File: src/hw/rtl/fpba_pkg.sv
// Package with the codes, field widths and defaults of the fit-policy block allocator.
`timescale 1ns / 1ps
`default_nettype none

package fpba_pkg;

  // Field widths of the item ports.
  localparam int CMD_W  = 2;
  localparam int BLK_W  = 5;
  localparam int SZ_W   = 16;
  localparam int STAT_W = 2;

  // Configuration port widths.
  localparam int CFG_IDX_W  = 1;
  localparam int CFG_DATA_W = 6;
  localparam int MODE_W     = 2;
  localparam int CNT_W      = 6;

  // Parameter defaults.
  localparam int MAX_BLOCKS_DEF = 32;
  localparam int SIZE_BITS_DEF  = 16;

  // Commands.
  localparam logic [CMD_W-1:0] CMD_LOAD  = 2'd0;
  localparam logic [CMD_W-1:0] CMD_CLEAR = 2'd1;
  localparam logic [CMD_W-1:0] CMD_ALLOC = 2'd2;

  // Result status codes.
  localparam logic [STAT_W-1:0] ST_DONE  = 2'd0;
  localparam logic [STAT_W-1:0] ST_ALLOC = 2'd1;
  localparam logic [STAT_W-1:0] ST_NOFIT = 2'd2;

  // Placement policies.
  localparam logic [MODE_W-1:0] FIT_FIRST = 2'd0;
  localparam logic [MODE_W-1:0] FIT_BEST  = 2'd1;
  localparam logic [MODE_W-1:0] FIT_WORST = 2'd2;

  // Configuration register indexes.
  localparam logic [CFG_IDX_W-1:0] CFG_FIT_MODE    = 1'd0;
  localparam logic [CFG_IDX_W-1:0] CFG_BLOCK_COUNT = 1'd1;

endpackage

`default_nettype wire

File: src/hw/rtl/fpba_if.sv
// Channel interfaces of the allocator: request, response and configuration write.
`timescale 1ns / 1ps
`default_nettype none

interface fpba_req_if;
  import fpba_pkg::*;
  logic              valid;
  logic              ready;
  logic [CMD_W-1:0]  command;
  logic [BLK_W-1:0]  block_index;
  logic [SZ_W-1:0]   size_value;
  modport source (output valid, command, block_index, size_value, input ready);
  modport sink   (input valid, command, block_index, size_value, output ready);
endinterface

interface fpba_rsp_if;
  import fpba_pkg::*;
  logic              valid;
  logic              ready;
  logic [STAT_W-1:0] status;
  logic [BLK_W-1:0]  chosen_block;
  logic [SZ_W-1:0]   chosen_size;
  logic [SZ_W-1:0]   leftover;
  modport source (output valid, status, chosen_block, chosen_size, leftover, input ready);
  modport sink   (input valid, status, chosen_block, chosen_size, leftover, output ready);
endinterface

interface fpba_cfg_if;
  import fpba_pkg::*;
  logic                  valid;
  logic                  ready;
  logic [CFG_IDX_W-1:0]  reg_index;
  logic [CFG_DATA_W-1:0] data;
  modport source (output valid, reg_index, data, input ready);
  modport sink   (input valid, reg_index, data, output ready);
endinterface

`default_nettype wire

File: src/hw/rtl/fpba_cell.sv
// One table cell: holds a block's size and used mark and refines the search candidate.
`timescale 1ns / 1ps
`default_nettype none

module fpba_cell #(
  parameter int MAX_BLOCKS = fpba_pkg::MAX_BLOCKS_DEF,
  parameter int SIZE_BITS  = fpba_pkg::SIZE_BITS_DEF,
  parameter int CELL_IDX   = 0
) (
  input  wire logic                                    clk,
  input  wire logic                                    rst,
  input  wire logic [fpba_pkg::MODE_W-1:0]             fit_mode,
  input  wire logic [fpba_pkg::CNT_W-1:0]              blk_count,
  input  wire logic [SIZE_BITS-1:0]                    req_size,
  input  wire logic [$clog2(MAX_BLOCKS)+SIZE_BITS+2:0] ctl,
  input  wire logic [$clog2(MAX_BLOCKS)+SIZE_BITS+1:0] cand_in,
  output logic      [$clog2(MAX_BLOCKS)+SIZE_BITS+1:0] cand_out
);
  import fpba_pkg::*;

  localparam int IDX_W = $clog2(MAX_BLOCKS);

  // Candidate record walking down the chain.
  typedef struct packed {
    logic             tok;
    logic             found;
    logic [IDX_W-1:0] idx;
    logic [SIZE_BITS-1:0] left;
  } cand_t;

  // Table control broadcast from the top level.
  typedef struct packed {
    logic             load_en;
    logic             clear;
    logic             mark_en;
    logic [IDX_W-1:0] idx;
    logic [SIZE_BITS-1:0] load_size;
  } ctl_t;

  localparam logic [IDX_W-1:0] MY_IDX = IDX_W'(CELL_IDX);

  ctl_t                 c;
  cand_t                cin;
  cand_t                cand;
  cand_t                cand_next;
  logic [SIZE_BITS-1:0] size;
  logic                 used;
  logic                 fits;
  logic                 take;
  logic [SIZE_BITS-1:0] left;

  assign c        = ctl;
  assign cin      = cand_in;
  assign cand_out = cand;

  // Table entry: size written by a load, used mark set by an allocation.
  always_ff @(posedge clk) begin
    if (c.load_en && c.idx == MY_IDX) begin
      size <= c.load_size;
    end
  end

  always_ff @(posedge clk) begin
    if (rst) begin
      used <= 1'b0;
    end else if (c.clear) begin
      used <= 1'b0;
    end else if (c.mark_en && c.idx == MY_IDX) begin
      used <= 1'b1;
    end
  end

  // Compare this entry against the candidate handed in by the previous cell.
  always_comb begin
    left = size - req_size;
    fits = cin.tok && !used && (size >= req_size) && (int'(blk_count) > CELL_IDX);
    if (!cin.found) begin
      take = fits;
    end else begin
      unique case (fit_mode)
        FIT_BEST:  take = fits && (left < cin.left);
        FIT_WORST: take = fits && (left > cin.left);
        default:   take = 1'b0;
      endcase
    end
    cand_next = cin;
    if (take) begin
      cand_next.found = 1'b1;
      cand_next.idx   = MY_IDX;
      cand_next.left  = left;
    end
  end

  always_ff @(posedge clk) begin
    if (rst) begin
      cand.tok <= 1'b0;
    end else begin
      cand <= cand_next;
    end
  end

endmodule

`default_nettype wire

File: src/hw/rtl/fit_policy_block_allocator_core.sv
// Top level of the fit-policy block allocator: command decode, cell chain and result register.
//
//   channel  | modport | items                          | accepted when
//   ---------+---------+--------------------------------+----------------------
//   req_ch   | sink    | command, block_index, size     | valid && ready
//   rsp_ch   | source  | status, block, size, leftover  | valid && ready
//   cfg_ch   | sink    | reg_index, data                | valid && ready
//
// A load, clear or unused command answers in the cycle after it is accepted.
// An allocate walks a candidate token through the MAX_BLOCKS cells, one cell per
// cycle, and its answer is loaded into the result register as the token leaves the last cell.
// One item is in work at a time; the result register lets the next item enter
// in the cycle its result is taken. Reset clears all used marks, the
// configuration and the handshake state; block sizes hold no reset value.
`timescale 1ns / 1ps
`default_nettype none

module fit_policy_block_allocator_core #(
  parameter int MAX_BLOCKS = fpba_pkg::MAX_BLOCKS_DEF,
  parameter int SIZE_BITS  = fpba_pkg::SIZE_BITS_DEF
) (
  input wire logic  clk,
  input wire logic  rst,
  fpba_req_if.sink  req_ch,
  fpba_rsp_if.source rsp_ch,
  fpba_cfg_if.sink  cfg_ch
);
  import fpba_pkg::*;

  localparam int IDX_W  = $clog2(MAX_BLOCKS);
  localparam int CAND_W = IDX_W + SIZE_BITS + 2;

  typedef struct packed {
    logic             tok;
    logic             found;
    logic [IDX_W-1:0] idx;
    logic [SIZE_BITS-1:0] left;
  } cand_t;

  typedef struct packed {
    logic             load_en;
    logic             clear;
    logic             mark_en;
    logic [IDX_W-1:0] idx;
    logic [SIZE_BITS-1:0] load_size;
  } ctl_t;

  localparam logic S_IDLE = 1'b0;
  localparam logic S_SCAN = 1'b1;

  logic                  state;
  logic                  state_next;
  logic [MODE_W-1:0]     fit_mode;
  logic [CNT_W-1:0]      blk_count;
  logic [SIZE_BITS-1:0]  req_size;
  logic                  start;
  logic                  accept;
  logic                  scan_done;
  logic [SIZE_BITS-1:0]  size_in;
  ctl_t                  ctl;
  cand_t                 seed;
  cand_t                 last;
  logic [CAND_W-1:0]     chain [MAX_BLOCKS+1];

  logic                  out_valid;
  logic                  out_load;
  logic [STAT_W-1:0]     out_status;
  logic [STAT_W-1:0]     out_status_next;
  logic [BLK_W-1:0]      out_block;
  logic [BLK_W-1:0]      out_block_next;
  logic [SZ_W-1:0]       out_size;
  logic [SZ_W-1:0]       out_size_next;
  logic [SZ_W-1:0]       out_left;
  logic [SZ_W-1:0]       out_left_next;
  logic [SIZE_BITS-1:0]  chosen_sum;

  // Configuration registers; writes are always taken.
  assign cfg_ch.ready = 1'b1;

  always_ff @(posedge clk) begin
    if (rst) begin
      fit_mode  <= FIT_FIRST;
      blk_count <= '0;
    end else if (cfg_ch.valid) begin
      unique case (cfg_ch.reg_index)
        CFG_FIT_MODE:    fit_mode  <= MODE_W'(cfg_ch.data);
        CFG_BLOCK_COUNT: blk_count <= CNT_W'(cfg_ch.data);
        default: ;
      endcase
    end
  end

  // Request handshake.
  assign req_ch.ready = (state == S_IDLE) && (!out_valid || rsp_ch.ready);
  assign accept       = req_ch.valid && req_ch.ready;
  assign size_in      = SIZE_BITS'(req_ch.size_value);

  // Broadcast table control to the cells.
  assign last      = chain[MAX_BLOCKS];
  assign scan_done = (state == S_SCAN) && last.tok;

  always_comb begin
    ctl           = '0;
    ctl.load_size = size_in;
    if (accept && req_ch.command == CMD_LOAD &&
        int'(req_ch.block_index) < MAX_BLOCKS) begin
      ctl.load_en = 1'b1;
      ctl.idx     = IDX_W'(req_ch.block_index);
    end else if (accept && req_ch.command == CMD_CLEAR) begin
      ctl.clear = 1'b1;
    end else if (scan_done && last.found) begin
      ctl.mark_en = 1'b1;
      ctl.idx     = last.idx;
    end
  end

  // Sequencer: idle, or waiting for the token to leave the last cell.
  always_comb begin
    state_next = state;
    unique case (state)
      S_IDLE: if (accept && req_ch.command == CMD_ALLOC) state_next = S_SCAN;
      S_SCAN: if (scan_done) state_next = S_IDLE;
      default: state_next = S_IDLE;
    endcase
  end

  always_ff @(posedge clk) begin
    if (rst) begin
      state <= S_IDLE;
      start <= 1'b0;
    end else begin
      state <= state_next;
      start <= accept && req_ch.command == CMD_ALLOC;
    end
  end

  always_ff @(posedge clk) begin
    if (accept) begin
      req_size <= size_in;
    end
  end

  // Cell chain; the first cell sees a fresh token in the cycle after the request.
  always_comb begin
    seed     = '0;
    seed.tok = start;
  end
  assign chain[0] = seed;

  for (genvar g = 0; g < MAX_BLOCKS; g++) begin : g_cell
    fpba_cell #(
      .MAX_BLOCKS (MAX_BLOCKS),
      .SIZE_BITS  (SIZE_BITS),
      .CELL_IDX   (g)
    ) u_cell (
      .clk       (clk),
      .rst       (rst),
      .fit_mode  (fit_mode),
      .blk_count (blk_count),
      .req_size  (req_size),
      .ctl       (ctl),
      .cand_in   (chain[g]),
      .cand_out  (chain[g+1])
    );
  end

  // Result selection.
  assign chosen_sum = last.left + req_size;

  always_comb begin
    out_load        = 1'b0;
    out_status_next = ST_DONE;
    out_block_next  = '0;
    out_size_next   = '0;
    out_left_next   = '0;
    if (accept && req_ch.command != CMD_ALLOC) begin
      out_load = 1'b1;
    end else if (scan_done) begin
      out_load = 1'b1;
      if (last.found) begin
        out_status_next = ST_ALLOC;
        out_block_next  = BLK_W'(last.idx);
        out_size_next   = SZ_W'(chosen_sum);
        out_left_next   = SZ_W'(last.left);
      end else begin
        out_status_next = ST_NOFIT;
      end
    end
  end

  // Result register.
  always_ff @(posedge clk) begin
    if (rst) begin
      out_valid <= 1'b0;
    end else if (out_load) begin
      out_valid <= 1'b1;
    end else if (rsp_ch.ready) begin
      out_valid <= 1'b0;
    end
  end

  always_ff @(posedge clk) begin
    if (out_load) begin
      out_status <= out_status_next;
      out_block  <= out_block_next;
      out_size   <= out_size_next;
      out_left   <= out_left_next;
    end
  end

  assign rsp_ch.valid        = out_valid;
  assign rsp_ch.status       = out_status;
  assign rsp_ch.chosen_block = out_block;
  assign rsp_ch.chosen_size  = out_size;
  assign rsp_ch.leftover     = out_left;

endmodule

`default_nettype wire

File: src/flat_wrapper.sv
// flat-port wrapper written by rule: the top's interface ports become plain ports
module fit_policy_block_allocator_core_flat import fpba_pkg::*;
#(
  parameter int MAX_BLOCKS = fpba_pkg::MAX_BLOCKS_DEF,
  parameter int SIZE_BITS  = fpba_pkg::SIZE_BITS_DEF
)
  (clk, rst, req_ch_valid, req_ch_command, req_ch_block_index, req_ch_size_value, req_ch_ready, rsp_ch_valid, rsp_ch_status, rsp_ch_chosen_block, rsp_ch_chosen_size, rsp_ch_leftover, rsp_ch_ready, cfg_ch_valid, cfg_ch_reg_index, cfg_ch_data, cfg_ch_ready);
  fpba_req_if req_ch_i ();
  fpba_rsp_if rsp_ch_i ();
  fpba_cfg_if cfg_ch_i ();
  input wire logic clk;
  input wire logic rst;
  input wire logic [$bits(req_ch_i.valid)-1:0] req_ch_valid;
  input wire logic [$bits(req_ch_i.command)-1:0] req_ch_command;
  input wire logic [$bits(req_ch_i.block_index)-1:0] req_ch_block_index;
  input wire logic [$bits(req_ch_i.size_value)-1:0] req_ch_size_value;
  output wire logic [$bits(req_ch_i.ready)-1:0] req_ch_ready;
  output wire logic [$bits(rsp_ch_i.valid)-1:0] rsp_ch_valid;
  output wire logic [$bits(rsp_ch_i.status)-1:0] rsp_ch_status;
  output wire logic [$bits(rsp_ch_i.chosen_block)-1:0] rsp_ch_chosen_block;
  output wire logic [$bits(rsp_ch_i.chosen_size)-1:0] rsp_ch_chosen_size;
  output wire logic [$bits(rsp_ch_i.leftover)-1:0] rsp_ch_leftover;
  input wire logic [$bits(rsp_ch_i.ready)-1:0] rsp_ch_ready;
  input wire logic [$bits(cfg_ch_i.valid)-1:0] cfg_ch_valid;
  input wire logic [$bits(cfg_ch_i.reg_index)-1:0] cfg_ch_reg_index;
  input wire logic [$bits(cfg_ch_i.data)-1:0] cfg_ch_data;
  output wire logic [$bits(cfg_ch_i.ready)-1:0] cfg_ch_ready;
  assign req_ch_i.valid = req_ch_valid;
  assign req_ch_i.command = req_ch_command;
  assign req_ch_i.block_index = req_ch_block_index;
  assign req_ch_i.size_value = req_ch_size_value;
  assign req_ch_ready = req_ch_i.ready;
  assign rsp_ch_valid = rsp_ch_i.valid;
  assign rsp_ch_status = rsp_ch_i.status;
  assign rsp_ch_chosen_block = rsp_ch_i.chosen_block;
  assign rsp_ch_chosen_size = rsp_ch_i.chosen_size;
  assign rsp_ch_leftover = rsp_ch_i.leftover;
  assign rsp_ch_i.ready = rsp_ch_ready;
  assign cfg_ch_i.valid = cfg_ch_valid;
  assign cfg_ch_i.reg_index = cfg_ch_reg_index;
  assign cfg_ch_i.data = cfg_ch_data;
  assign cfg_ch_ready = cfg_ch_i.ready;
  fit_policy_block_allocator_core #(.MAX_BLOCKS(MAX_BLOCKS), .SIZE_BITS(SIZE_BITS)) u_core (.clk(clk), .rst(rst), .req_ch(req_ch_i), .rsp_ch(rsp_ch_i), .cfg_ch(cfg_ch_i));
endmodule
File: config.mk
export PLATFORM = sky130hd
export DESIGN_NAME = fit_policy_block_allocator_core_flat
export DESIGN_NICKNAME = d
export VERILOG_FILES = /design/src/hw/rtl/fpba_pkg.sv /design/src/hw/rtl/fpba_if.sv /design/src/hw/rtl/fpba_cell.sv /design/src/hw/rtl/fit_policy_block_allocator_core.sv /design/src/flat_wrapper.sv
export SDC_FILE = /design/constraint.sdc
export NUM_CORES = 2
export LEC_CHECK = 0
export BUFFER_PORTS_ARGS = -buffer_cell sky130_fd_sc_hd__buf_2
export CAP_MARGIN = 20
export CORE_ASPECT_RATIO = 0.6
export CORE_MARGIN = 4
export CORE_UTILIZATION = 60
export CTS_BUF_LIST = sky130_fd_sc_hd__clkbuf_2 sky130_fd_sc_hd__clkbuf_4 sky130_fd_sc_hd__clkbuf_8
export CTS_CLUSTER_SIZE = 10
export DETAILED_ROUTE_END_ITERATION = 16
export PLACE_DENSITY = 0.74
export SYNTH_ARGS = -nofsm -noshare
export SYNTH_HDL_FRONTEND = slang
export SYNTH_SLANG_ARGS = --single-unit
File: constraint.sdc
create_clock -name clk -period 34.4 [get_ports clk]
set_input_delay 5.16 -clock clk [delete_from_list [all_inputs] [get_ports clk]]
set_output_delay 5.16 -clock clk [all_outputs]
set_load 0.02 [all_outputs]
# ---- Word level (Yosys, flattened, before mapping)
# Index checks and enable logic that the tools add are counted.
dict set report word_totals {
  elab_cells 781
  out_inout_bits 42
  regBits 1346
}
dict set report op_classes {
  eq_ne 36
  reduce_logical 272
  n_mux 108
  add_sub_neg 33
  order_cmp 126
  bitwise_logic 4
}
# operator n
set ops {}
lappend ops {{16-bit greater-or-equal comparator} 32}
lappend ops {{16-bit subtractor} 32}
lappend ops {{16-bit > comparator} 31}
lappend ops {{16-bit < comparator} 31}
lappend ops {{16-bit two-way mux} 31}
lappend ops {{1-bit logical AND} 230}
lappend ops {{6-bit by 5-bit > comparator with 1-bit output, second input constant} 16}
lappend ops {{5-bit == test, second input constant} 16}
lappend ops {{1-bit case mux with 2 select lines} 32}
lappend ops {{6-bit by 4-bit > comparator with 1-bit output, second input constant} 8}
lappend ops {{5-bit by 4-bit == test with 1-bit output, second input constant} 8}
lappend ops {{1-bit two-way mux} 39}
lappend ops {{1-bit zero test} 33}
lappend ops {{6-bit by 3-bit > comparator with 1-bit output, second input constant} 4}
lappend ops {{22-bit two-way mux} 1}
lappend ops {{5-bit by 3-bit == test with 1-bit output, second input constant} 4}
lappend ops {{16-bit adder} 1}
lappend ops {{6-bit by 1-bit > comparator with 1-bit output, second input constant} 2}
lappend ops {{6-bit by 2-bit > comparator with 1-bit output, second input constant} 2}
lappend ops {{6-bit two-way mux} 2}
lappend ops {{5-bit by 2-bit == test with 1-bit output, second input constant} 2}
lappend ops {{5-bit by 1-bit == test with 1-bit output, second input constant} 1}
lappend ops {{5-bit zero test} 1}
lappend ops {{5-bit two-way mux} 1}
lappend ops {{11 further kinds} 19}

# ---- Longest topological paths before layout
dict set report depth {
  word_depth 9
  mapped_depth 22
  mapped_depth_nobuf 21
}

# ---- Modules after synthesis
# Synthesis repeated with hierarchy kept, for this count alone.
dict set report hier_totals {
  hier_cells 8745
  hier_area_um2 93877.5
}
# mod n_inst area_each_um2 cells_per_inst
set by_module_without_submodules {}
lappend by_module_without_submodules {fit_policy_block_allocator_core 1 3156.8 270}
lappend by_module_without_submodules {{fpba_cell (u_core.g_cell[22].u_cell)} 1 2947.8 266}
lappend by_module_without_submodules {{fpba_cell (u_core.g_cell[28].u_cell)} 1 2944.1 291}
lappend by_module_without_submodules {{fpba_cell (u_core.g_cell[25].u_cell)} 1 2917.8 270}
lappend by_module_without_submodules {{fpba_cell (u_core.g_cell[0].u_cell)} 1 2912.8 277}
lappend by_module_without_submodules {{fpba_cell (u_core.g_cell[12].u_cell)} 1 2891.5 273}
lappend by_module_without_submodules {{fpba_cell (u_core.g_cell[26].u_cell)} 1 2877.8 268}
lappend by_module_without_submodules {{fpba_cell (u_core.g_cell[10].u_cell)} 1 2874.0 276}
lappend by_module_without_submodules {{fpba_cell (u_core.g_cell[30].u_cell)} 1 2874.0 273}
lappend by_module_without_submodules {{fpba_cell (u_core.g_cell[27].u_cell)} 1 2860.2 269}
lappend by_module_without_submodules {{fpba_cell (u_core.g_cell[3].u_cell)} 1 2860.2 261}
lappend by_module_without_submodules {{fpba_cell (u_core.g_cell[23].u_cell)} 1 2859.0 269}
lappend by_module_without_submodules {{fpba_cell (u_core.g_cell[7].u_cell)} 1 2852.7 262}
lappend by_module_without_submodules {{fpba_cell (u_core.g_cell[17].u_cell)} 1 2846.5 264}
lappend by_module_without_submodules {{19 more rows} - - -}

# ---- Worst setup path before layout
# Ideal clock, no wire load.
dict set report synth_timing {
  path_type {input-to-reg}
  start {input port rst}
  end {register u_core.g_cell[0].u_cell.used}
  stages 4
  path_slack_ns 13.562
  arrival_ns 20.772
  path_cell_list {inv_1 > o31ai_1 > clkbuf_1 > nor2_1}
}
dict set report synth_via {
  elab_chain_cells 1
}
# item line_no
set synth_lines {}
lappend synth_lines {{start: declaration} flat_wrapper.sv:12} ;# input wire logic rst;
lappend synth_lines {{2-bit OR reduction (no source line)} -}
lappend synth_lines {{end signal: assignment} fpba_cell.sv:65} ;# used <= 1'b0;
lappend synth_lines {{end signal: assignment} fpba_cell.sv:67} ;# used <= 1'b0;
lappend synth_lines {{end signal: assignment} fpba_cell.sv:69} ;# used <= 1'b1;
lappend synth_lines {{end: declaration} fpba_cell.sv:47} ;# logic used;
# No other way between the ends.
# A chain may end at the register's enable or synchronous reset.

# ---- Final worst setup path
dict set report layout_timing {
  start {input port rsp_ch_ready}
  end {output port req_ch_ready}
}
dict set report layout_via {
  elab_chain_cells 2
}
# item line_no
set layout_lines {}
lappend layout_lines {{start: declaration} flat_wrapper.sv:23} ;# input wire logic [$bits(rsp_ch_i.ready)-1:0] rsp_ch_ready;
lappend layout_lines {{1-bit logical OR} fit_policy_block_allocator_core.sv:94} ;# assign req_ch.ready = (state == S_IDLE) && (!out_valid || rsp_ch.ready);
lappend layout_lines {{1-bit logical AND} fit_policy_block_allocator_core.sv:94}
lappend layout_lines {{end: declaration} flat_wrapper.sv:17} ;# output wire logic [$bits(req_ch_i.ready)-1:0] req_ch_ready;
# No other way between the ends.

==> results.md <==
- Run status: complete, no violations
- Detail Placement HPWL: 174,000 microns
- Crit-path cells: buf_2 > nor2b_1 > nor2_1 > buf_2
- CTS root buffer: clkbuf_8
- FF+latch area: 0.0387 sq mm
- Ys async rst share: 0%
- Post-synth top cells: edfxtp_1, ha_1, inv_1
- Slew headroom: 23.5%
- Clk sinks: 1,315
- Gr usage total: 33.7%
- Avg WL per Cell: between 20 and 30 microns
- Register bit total from synthesis: between 1,000 and 1,500
- Slew @ Worst Pin: 1.15 ns
- Post-cts repair resize count: 0
- Max-Cap Viols: 0
- Reg clk slew, reported paths: 0.06 ns
- Cts bufs inserted: about 200
- Area of the multi-input gates: 0.0421 sq mm
- Mapped Cells: 7,457
- Pwr/cell area: 43.2 mW/mm^2
- Core ar.: 0.139 sq mm
- Mean Syn Cell Area: approximately 11 sq um
- Most numerous cell in the Yosys netlist: edfxtp_1
- Worst Skew: 0.0445 ns
- GP Congestion: 0.952
- Hold path startpoint: u_core.g_cell[5].u_cell.cand_out[22]
- RSZ-0062 raised after global routing: false
- Cell Area, Synth: roughly 0.084 sq mm
- Syn-to-layout area delta: 8.74%
- CP max-delay cell: buf_2
- Power, Total: 3.95 mW
- Port Buffers: 75
- Final Cycle Share: 31.4%
- Min-Delay Path Class: register to register
- Max frequency: 92.5 MHz
- R2R setup slack: 27.16 ns
- Netlist cell types: just under 90
- CP max stage delay: 0.17 ns
- CTS tree: yes
- DP Worst Slack: 23.59 ns
- Area share of the largest cell type after synthesis: roughly 44%
- Top delay family on crit path: buffers and inverters
- Row count: 106
- CP Max Fanout: 2
- Die footprint: about 0.15 sq mm
- Leakage: 38.3 nW
- Layout cells sized above 1: 14.1%
- Max-slew violation count: 0
- Total grt overflow: 0
- Yosys top cell by area: edfxtp_1
- Antenna violations before repair: 22
- Initial Util: 60.4%
- Endpoints failing setup: 0
- DRT Pass-1 Iters: 8
- WP data arrival: approximately 5.7 ns
- Die Wd: roughly 490 microns
- Largest net degree at the start of global routing: between 150 and 200
- Critical Path Start: rsp_ch_ready
- Post-Route WL: 252,000 microns
- CTS Hold Buffers Added: 0
- Worst setup SP type: input pin
- EDFF count, synth: 1,240
- Die H: just under 300 microns
- Post CTS Setup Buffer Count: 0
- Worst Slack Setup Final: 23.59 ns
- VDD IR max: between 0.04 and 0.05 mV
- Clock insertion delay at the later pin of the skew report: 0.94 ns
- Number of I/O pins: 77
- Hold Vio Cnt, Final: 0
- Start of the worst register-to-register path: u_core.req_size[1]
- Worst Setup End Kind: output pin
- Post-synthesis sequential area ratio: 46.1%
- Via count: around 62,000
- Top post-synthesis cells by area: edfxtp_1, ha_1, mux2_2
- Yosys warning count: 0
- Max H-tree Level: 4
- Routed vias/inst: 6.39
- Fin nets: 8,834
- CP dominant cell by count: buf_2
- Type of the worst setup path: input pin to output pin
- Fin Setup TNS: 0 ns
- Synth Flop Type: edfxtp_1
- Shortest period the worst path allows: about 11 ns
- Number of global-route vias before repair: around 60,000
- CTS max path bufs: 3
- Critical Path RT: 29.24 ns
- Syn nets: 8,549
- First-pass GRT wire length: ~370,000 microns
- Drt drc: 0
- Initial drt markers: approximately 9,000
- WP buf/inv: 2
- Filler Cells Inserted: 10,600
- Routed Antenna Nets: 0
- Core Util, Final: approximately two thirds
[layout by cell type (no fill, tap or decap), drive strengths merged, types with 30 or more instances in the layout]
| cell type | n |
|---|---|
| fa | 33 |
| nand2b | 114 |
| a21o | 266 |
| mux2 | 437 |
| o211ai | 34 |
| edfxtp | 1240 |
| a31oi | 46 |
| clkinv | 87 |
| o21bai | 45 |
| and3 | 39 |
| nand3 | 108 |
| or3 | 46 |
| mux2i | 68 |
| nor2 | 475 |
| o21ai | 296 |
| clkbuf | 254 |
| xnor2 | 289 |
| o31a | 30 |
| o21a | 110 |
| xor2 | 108 |
| a21boi | 32 |
| nor3 | 118 |
| nand2 | 245 |
| or2 | 86 |
| dfxtp | 75 |
| nand4 | 171 |
| ha | 1024 |
| and2 | 51 |
| inv | 735 |
| buf | 189 |
| nor2b | 198 |
| a21oi | 515 |
[state kept, by name, indices dropped and copies added (netlist names)]
| register | flops |
|---|---|
| u_core.req_size | 16 |
| u_core.fit_mode | 2 |
| u_core.g_cell.u_cell.cand_out | 705 |
| u_core.state | 1 |
| u_core.blk_count | 6 |
| u_core.rsp_ch.chosen_block | 5 |
| u_core.rsp_ch.status | 2 |
| u_core.rsp_ch.valid | 1 |
| u_core.g_cell.u_cell.used | 32 |
| u_core.rsp_ch.chosen_size | 16 |
| u_core.start | 1 |
| u_core.g_cell.u_cell.size | 512 |
| u_core.rsp_ch.leftover | 16 |
[worst register-to-register path, stage by stage (launching register included)]
cell,delay [ns]
edfxtp_1,0.32
buf_4,0.72
inv_2,0.36
buf_4,0.42
ha_1,0.40
nor2b_1,0.13
o21a_1,0.19
a311oi_1,0.37
a21oi_1,0.20
a41oi_1,0.32
a21oi_1,0.15
a31o_2,0.27
xor2_1,0.33
ha_1,0.22
nand4_1,0.13
or2_2,0.36
a311oi_1,0.32
nor3b_1,0.12
o221ai_1,0.19
o21ai_0,0.12
o21ai_0,0.17
nand2b_1,0.59
mux2_2,0.55
[layer usage]
layer	GRT usage (%)	share of wire [%]	up-vias
li1	-	-	28300
met1	51.7	44	30100
met2	44.9	39	3557
met3	9.96	13	487
met4	11.4	3.3	4
met5	0	0.099	-
[logic make-up after synthesis]
| kind of cell | count (synthesis) | synth area share [%] |
|---|---|---|
| compound gates | 1624 | 12.6 |
| xor+xnor | 397 | 4.14 |
| fa+ha+maj | 1057 | 16.0 |
| buf+inv | 835 | 3.87 |
| flops | 1315 | 46.1 |
| mux | 505 | 6.73 |
| other cells | 1 | 0.00446 |
| simple gates | 1723 | 10.5 |
[metrics by stage]
step	instance area, sq um	instances	hold slack [ns]
after detailed placement	87100	9373	0.440
after global routing	91300	9752	0.465
after CTS	91200	9738	0.452
final	91400	9768	0.448
after global placement	87100	9369	0.436
after floorplan	84000	7457	0.411
[report_power, final]
group          total [mW]  internal (mW)  switching [mW]
registers            1.84           1.81          0.0328
clock network        1.37          0.700           0.668
logic               0.736          0.281           0.455
[path summary, 6_finish.rpt]
path	to	cells past startpoint
worst max-delay path	req_ch_ready	4
worst min-delay path	u_core.g_cell[6].u_cell.cand_out[22]	1
worst max register to register	u_core.g_cell[20].u_cell.cand_out[11]	22
worst min register to register	u_core.g_cell[6].u_cell.cand_out[22]	1
[area by class of cell]
class                           count  area share [%]
Multi-Input combinational cell   5307            46.1
Sequential cell                  1315            42.4
Clock buffer                      254            3.54
Inverter                          732            3.02
Tap cell                         1836            2.51
Timing Repair Buffer              189            1.45
Clock inverter                    111           0.909
Antenna cell                       24          0.0657
(Power assumes the default switching activity.)
